File: config.mk
export PLATFORM = sky130hd
export DESIGN_NAME = tgr_ram
export DESIGN_NICKNAME = d
export VERILOG_FILES = /design/src/rtl/core/tgr_ram.sv
export SDC_FILE = /design/constraint.sdc
export NUM_CORES = 2
export LEC_CHECK = 0
export BUFFER_PORTS_ARGS = -buffer_cell sky130_fd_sc_hd__buf_4
export CAP_MARGIN = 5
export CELL_PAD_IN_SITES_DETAIL_PLACEMENT = 0
export CELL_PAD_IN_SITES_GLOBAL_PLACEMENT = 1
export CORE_ASPECT_RATIO = 1.25
export CORE_MARGIN = 2
export CORE_UTILIZATION = 51
export CTS_CLUSTER_DIAMETER = 40
export DETAILED_ROUTE_END_ITERATION = 8
export HOLD_SLACK_MARGIN = 0.03
export PLACE_DENSITY = 0.87
export SLEW_MARGIN = 40
export SYNTH_ARGS = -nofsm -noshare
export SYNTH_HDL_FRONTEND = slang
export SYNTH_SLANG_ARGS = --single-unit
File: constraint.sdc
create_clock -name clk -period 2.5 [get_ports clk]
set_input_delay 0.375 -clock clk [delete_from_list [all_inputs] [get_ports clk]]
set_output_delay 0.375 -clock clk [all_outputs]
set_load 0.05 [all_outputs]
File: src/rtl/core/tgr_ram.sv
// ----------------------------------------------------------------------------
// tgr_ram: generic single-port-write, single-port-read RAM
// One write and one registered read per cycle; contents have no reset.
// ----------------------------------------------------------------------------
module tgr_ram #(
    parameter int WIDTH = 8,
    parameter int DEPTH = 512
) (
    input  logic                             clk,
    input  logic                             we,
    input  logic [$clog2(DEPTH)-1:0]         waddr,
    input  logic [WIDTH-1:0]                 wdata,
    input  logic                             re,
    input  logic [$clog2(DEPTH)-1:0]         raddr,
    output logic [WIDTH-1:0]                 rdata
);

    logic [WIDTH-1:0] mem [DEPTH];
    logic [WIDTH-1:0] rdata_reg;

    // write port
    always_ff @(posedge clk)
    begin
        if (we)
        begin
            mem[waddr] <= wdata;
        end
    end

    // registered read, holds when not enabled
    always_ff @(posedge clk)
    begin
        if (re)
        begin
            rdata_reg <= mem[raddr];
        end
    end

    assign rdata = rdata_reg;

endmodule

# Word-level counts from Yosys, hierarchy flattened
# Memories as Yosys holds them, arrays and structs flattened. A register that Yosys moved wholly into a read port is not among the register bits.
# Index checks and enable logic that the tools add are counted.
[word_totals] out_inout_bits=8 n_memories=1 regBits=0 inputBits=29 mem_bits_rw=4096 word_cells=3
[mem_list] name="mem" words=512 word_bits=8 rd=1 rd_ports_with_merged_regs=1 wr=1 line="18" rtl="logic [WIDTH-1:0] mem [DEPTH];"
[classes] mux=2
[op_table] operator="$mux 1" count=2

# Depth between registers and ports, before layout
[logic_depth] word_depth=2 mapped_depth=12 ltp_nobuf=7

# Worst setup path after synthesis
# No wires, ideal clock.
[synth_path] kind="input to register" startpoint="input raddr[0]" endpoint="register rdata_reg[0], in the netlist rdata[0], read port of mem (data pin)" t_required_ns=2.243 cell_stages=10 slack_ns=0.014 arrival_ns=2.229 cell_sequence="buf_4 buf_12 buf_12 buf_2 mux4_2 o21ai_0 nand3_1 nand4_1 o21ai_0 o2111a_1"
[synth_rtl] item="start, declared" line="14" rtl="input logic [$clog2(DEPTH)-1:0] raddr,"
[synth_rtl] item="end, declared" line="19" rtl="logic [WIDTH-1:0] rdata_reg;"

==> impl_metrics.tcl <==
set metrics [dict create \
    status "finished, violations left" \
    violations "negative setup slack" \
    track_usage 0.273 \
    grt_first_pass_wirelength_um 633000 \
    final_core_util 0.607 \
    path_clk_slew_ns 0.07 \
    worstHoldPathCells 5 \
    rsz0062_at_grt "true" \
    switching_share 0.219 \
    finalSetupViolations 6 \
    power_w 0.143 \
    via_per_inst 6.51 \
    synth_edf_count 4104 \
    setup_slack_ns -0.0868 \
    cts_tree "done" \
    wirelength_um 445000 \
    htree_levels 5 \
    dr_total_vias 90200 \
    path_max_fanout 14 \
    placed_area_sq_um 176000 \
    critPathCaptureType "flop" \
    ys_seq_elements 4104 \
    clkSinkCount 4104 \
    timing.final.crit_period_ns 2.59 \
    synth_ff_type "edfxtp_1" \
    drc 0 \
    gr-total-overflow 0 \
    p_sw_w 0.0313 \
    root_buffer "clkbuf_16" \
    netlist_instances 8030 \
    combPwrFrac 0.058 \
    die_h_um 630 \
    dp_hpwl_um 274000 \
    finalHoldViolCount 0 \
    fin_area_sq_um 189000 \
    syn_avg_cell_area_sq_um 19.9 \
    r2r_cells 7 \
    synth_top_family_by_area "multiplexers" \
    finalMaxSlewViolations 0 \
    hold_ws_ns 0.244 \
    synth_compound_area_frac 0.0431 \
    antenna_found_initial 16 \
    ys_async_sr_fraction 0 \
    dp_slack_ns -1.47 \
    seq_area_frac_synth 0.770 \
    p_seq_frac 0.531 \
    crit_top_cell "buf_4" \
    syn-cell-area_sq_um 160000 \
    synth_adder_area_share 0 \
    grt_max_degree 125 \
    synth-simple-area-share 0.0263 \
    die_area_sq_um 318000 \
    syn_to_final_growth_pct 18.3 \
    worst-slew-pin-transition_ns 0.876 \
    post_route_cells_drive_above_1_share 0.292 \
    synth.distinct_cells 50 \
    grt_pass1_vias 91000 \
    r2r_slack_ns -0.04 \
    synth_xor_area_frac 0 \
    p_clk_frac 0.411 \
    first_iter_violations 13800 \
    fmax_ghz 0.387 \
    leakagePower_nw 62.9 \
    port_buffers 36 \
    drt_pass1_iterations 8 \
    hold_class "in -> reg" \
    slew-limit-headroom 0.409 \
    synth_nets 8059 \
    layout_commonest_cell "edfxtp_1" \
    p_int_w 0.112 \
    cts_made_buffers 384 \
    fin_skew_ns 0.0585 \
    drtAntennaViolNets 0 \
    largest_register_ffs 4096 \
    vdd_drop_max_uv 769 \
    yosysWarnings 0 \
    core_area_sq_um 312000 \
    required_ns 3.30 \
    drv_cap 0 \
    die_x_um 505 \
    io_pins 37 \
    rows 229 \
    place.gp.congestion 1.01 \
    wire_per_inst_um 32.1 \
    initial_core_util 0.513 \
    clock_latency_ns 0.93 \
    critPathArrivalTime_ns 3.38 \
    powerDensity_nw_per_um2 755 \
    start_kind "input pin" \
    nets 9412 \
    synthMuxAreaShare 0.142 \
    path_class "in -> reg" \
    crit_slowest_cell "nor4_2" \
    most-common-layout-cells "4104 x edfxtp_1, 1271 x buf_4, 794 x mux2i_1, 654 x mux4_2, 595 x nor2_1" \
    finalCritPeriodShare 1.03 \
    cts_buffer_depth 4 \
    cp_cell_sequence "buf_16 -> buf_12 -> buf_16 -> buf_4 -> buf_16 -> buf_4 -> mux2i_1 -> o221ai_1 -> o22ai_1 -> o21ai_0 -> buf_4 -> nand4_1 -> nor4_2 -> buf_4 -> o2111a_1" \
    slowest_delay_ns 0.36 \
]
critical path, delay by kind of cell:
kind | cells | cell delay, ns
buffers and inverters | 8 | 1.38
AO/OA/AOI/OAI | 4 | 0.86
multiplexers | 1 | 0.11
AND/OR/NAND/NOR | 2 | 0.57
through the flow:
step | cells | setup TNS, ns
global route | 13900 | -0.252
finish | 13900 | -0.283
floorplan | 8030 | 0
CTS | 13800 | 0
global placement | 13100 | -9.82
detailed placement | 13100 | -9.24
synthesized netlist by cell type (all sizes together), types with 4 or more instances:
master     n  share of area
nand3     36         0.0011
nor2b      6        0.00023
o2111a     8        0.00056
o221ai   372          0.020
or2        5        0.00020
a211oi    17        0.00080
nand2b     4        0.00016
and2      20        0.00078
o31ai     13        0.00061
o311ai     6        0.00033
o21ai    119         0.0037
clkbuf   265         0.0062
mux4     654          0.092
a21oi    194         0.0061
nor2     597          0.014
mux2i    797          0.050
o41ai      7        0.00038
nand4     32         0.0013
nor3     109         0.0034
a22o       5        0.00027
a22oi     61         0.0029
edfxtp  4104           0.77
and3b      4        0.00022
or3        6        0.00023
nor3b      8        0.00038
nor4      36         0.0014
and3       4        0.00016
buf      248          0.012
o22ai    163         0.0064
nand2    111         0.0026
final cells by class:
class | instances | area, sq um
Multi-Input combinational cell | 3410 | 34600
Timing Repair Buffer | 1480 | 13700
Fill cell | 20500 | 122000
Sequential cell | 4104 | 123000
Clock inverter | 258 | 2570
Antenna cell | 11 | 27.5
Clock buffer | 437 | 10000
Inverter | 3 | 18.8
Tap cell | 4158 | 5200
power by group through the flow:
stage	clock (W)	combinational [W]	sequential [W]
3_3_place_gp	0	0.00758	0.0773
3_5_place_dp	0	0.00779	0.0773
6_report	0.0588	0.00828	0.0758
2_1_floorplan	0	0.00361	0.0773
5_1_grt	0.0615	0.00848	0.0758
4_1_cts	0.0589	0.00795	0.0758
metal layers:
layer | vias to the layer above | global-route usage | share of wire
met5 | - | 0 | 0.00016
li1 | 36100 | - | -
met2 | 6850 | 0.459 | 0.50
met3 | 1496 | 0.0522 | 0.11
met1 | 45700 | 0.327 | 0.32
met4 | 10 | 0.164 | 0.073
kinds of logic (layout without fill, tap and decap cells):
group / Yosys count / after routing
flip-flops: 4104 / 4104
multiplexers: 1451 / 1451
AND/OR/NAND/NOR: 980 / 980
AO/OA/AOI/OAI: 979 / 979
buffers and inverters: 516 / 2178
other: 0 / 11
path summary, 6_finish.rpt:
check	start	to
max	raddr[0]	rdata[2]$_DFFE_PP_
min	waddr[4]	mem[46][1]$_DFFE_PP_
max reg2reg	mem[440][0]$_DFFE_PP_	rdata[0]$_DFFE_PP_
min reg2reg	mem[316][3]$_DFFE_PP_	rdata[3]$_DFFE_PP_
repair_timing:
item,in CTS,in global routing
resized for setup,40,73
cloned,1,6
setup endpoints to repair,8,7
pin swaps,7,28
hold endpoints to repair,189,0
hold buffers,9,0
setup buffers,2,20
Power figures use the tool's default switching activity.
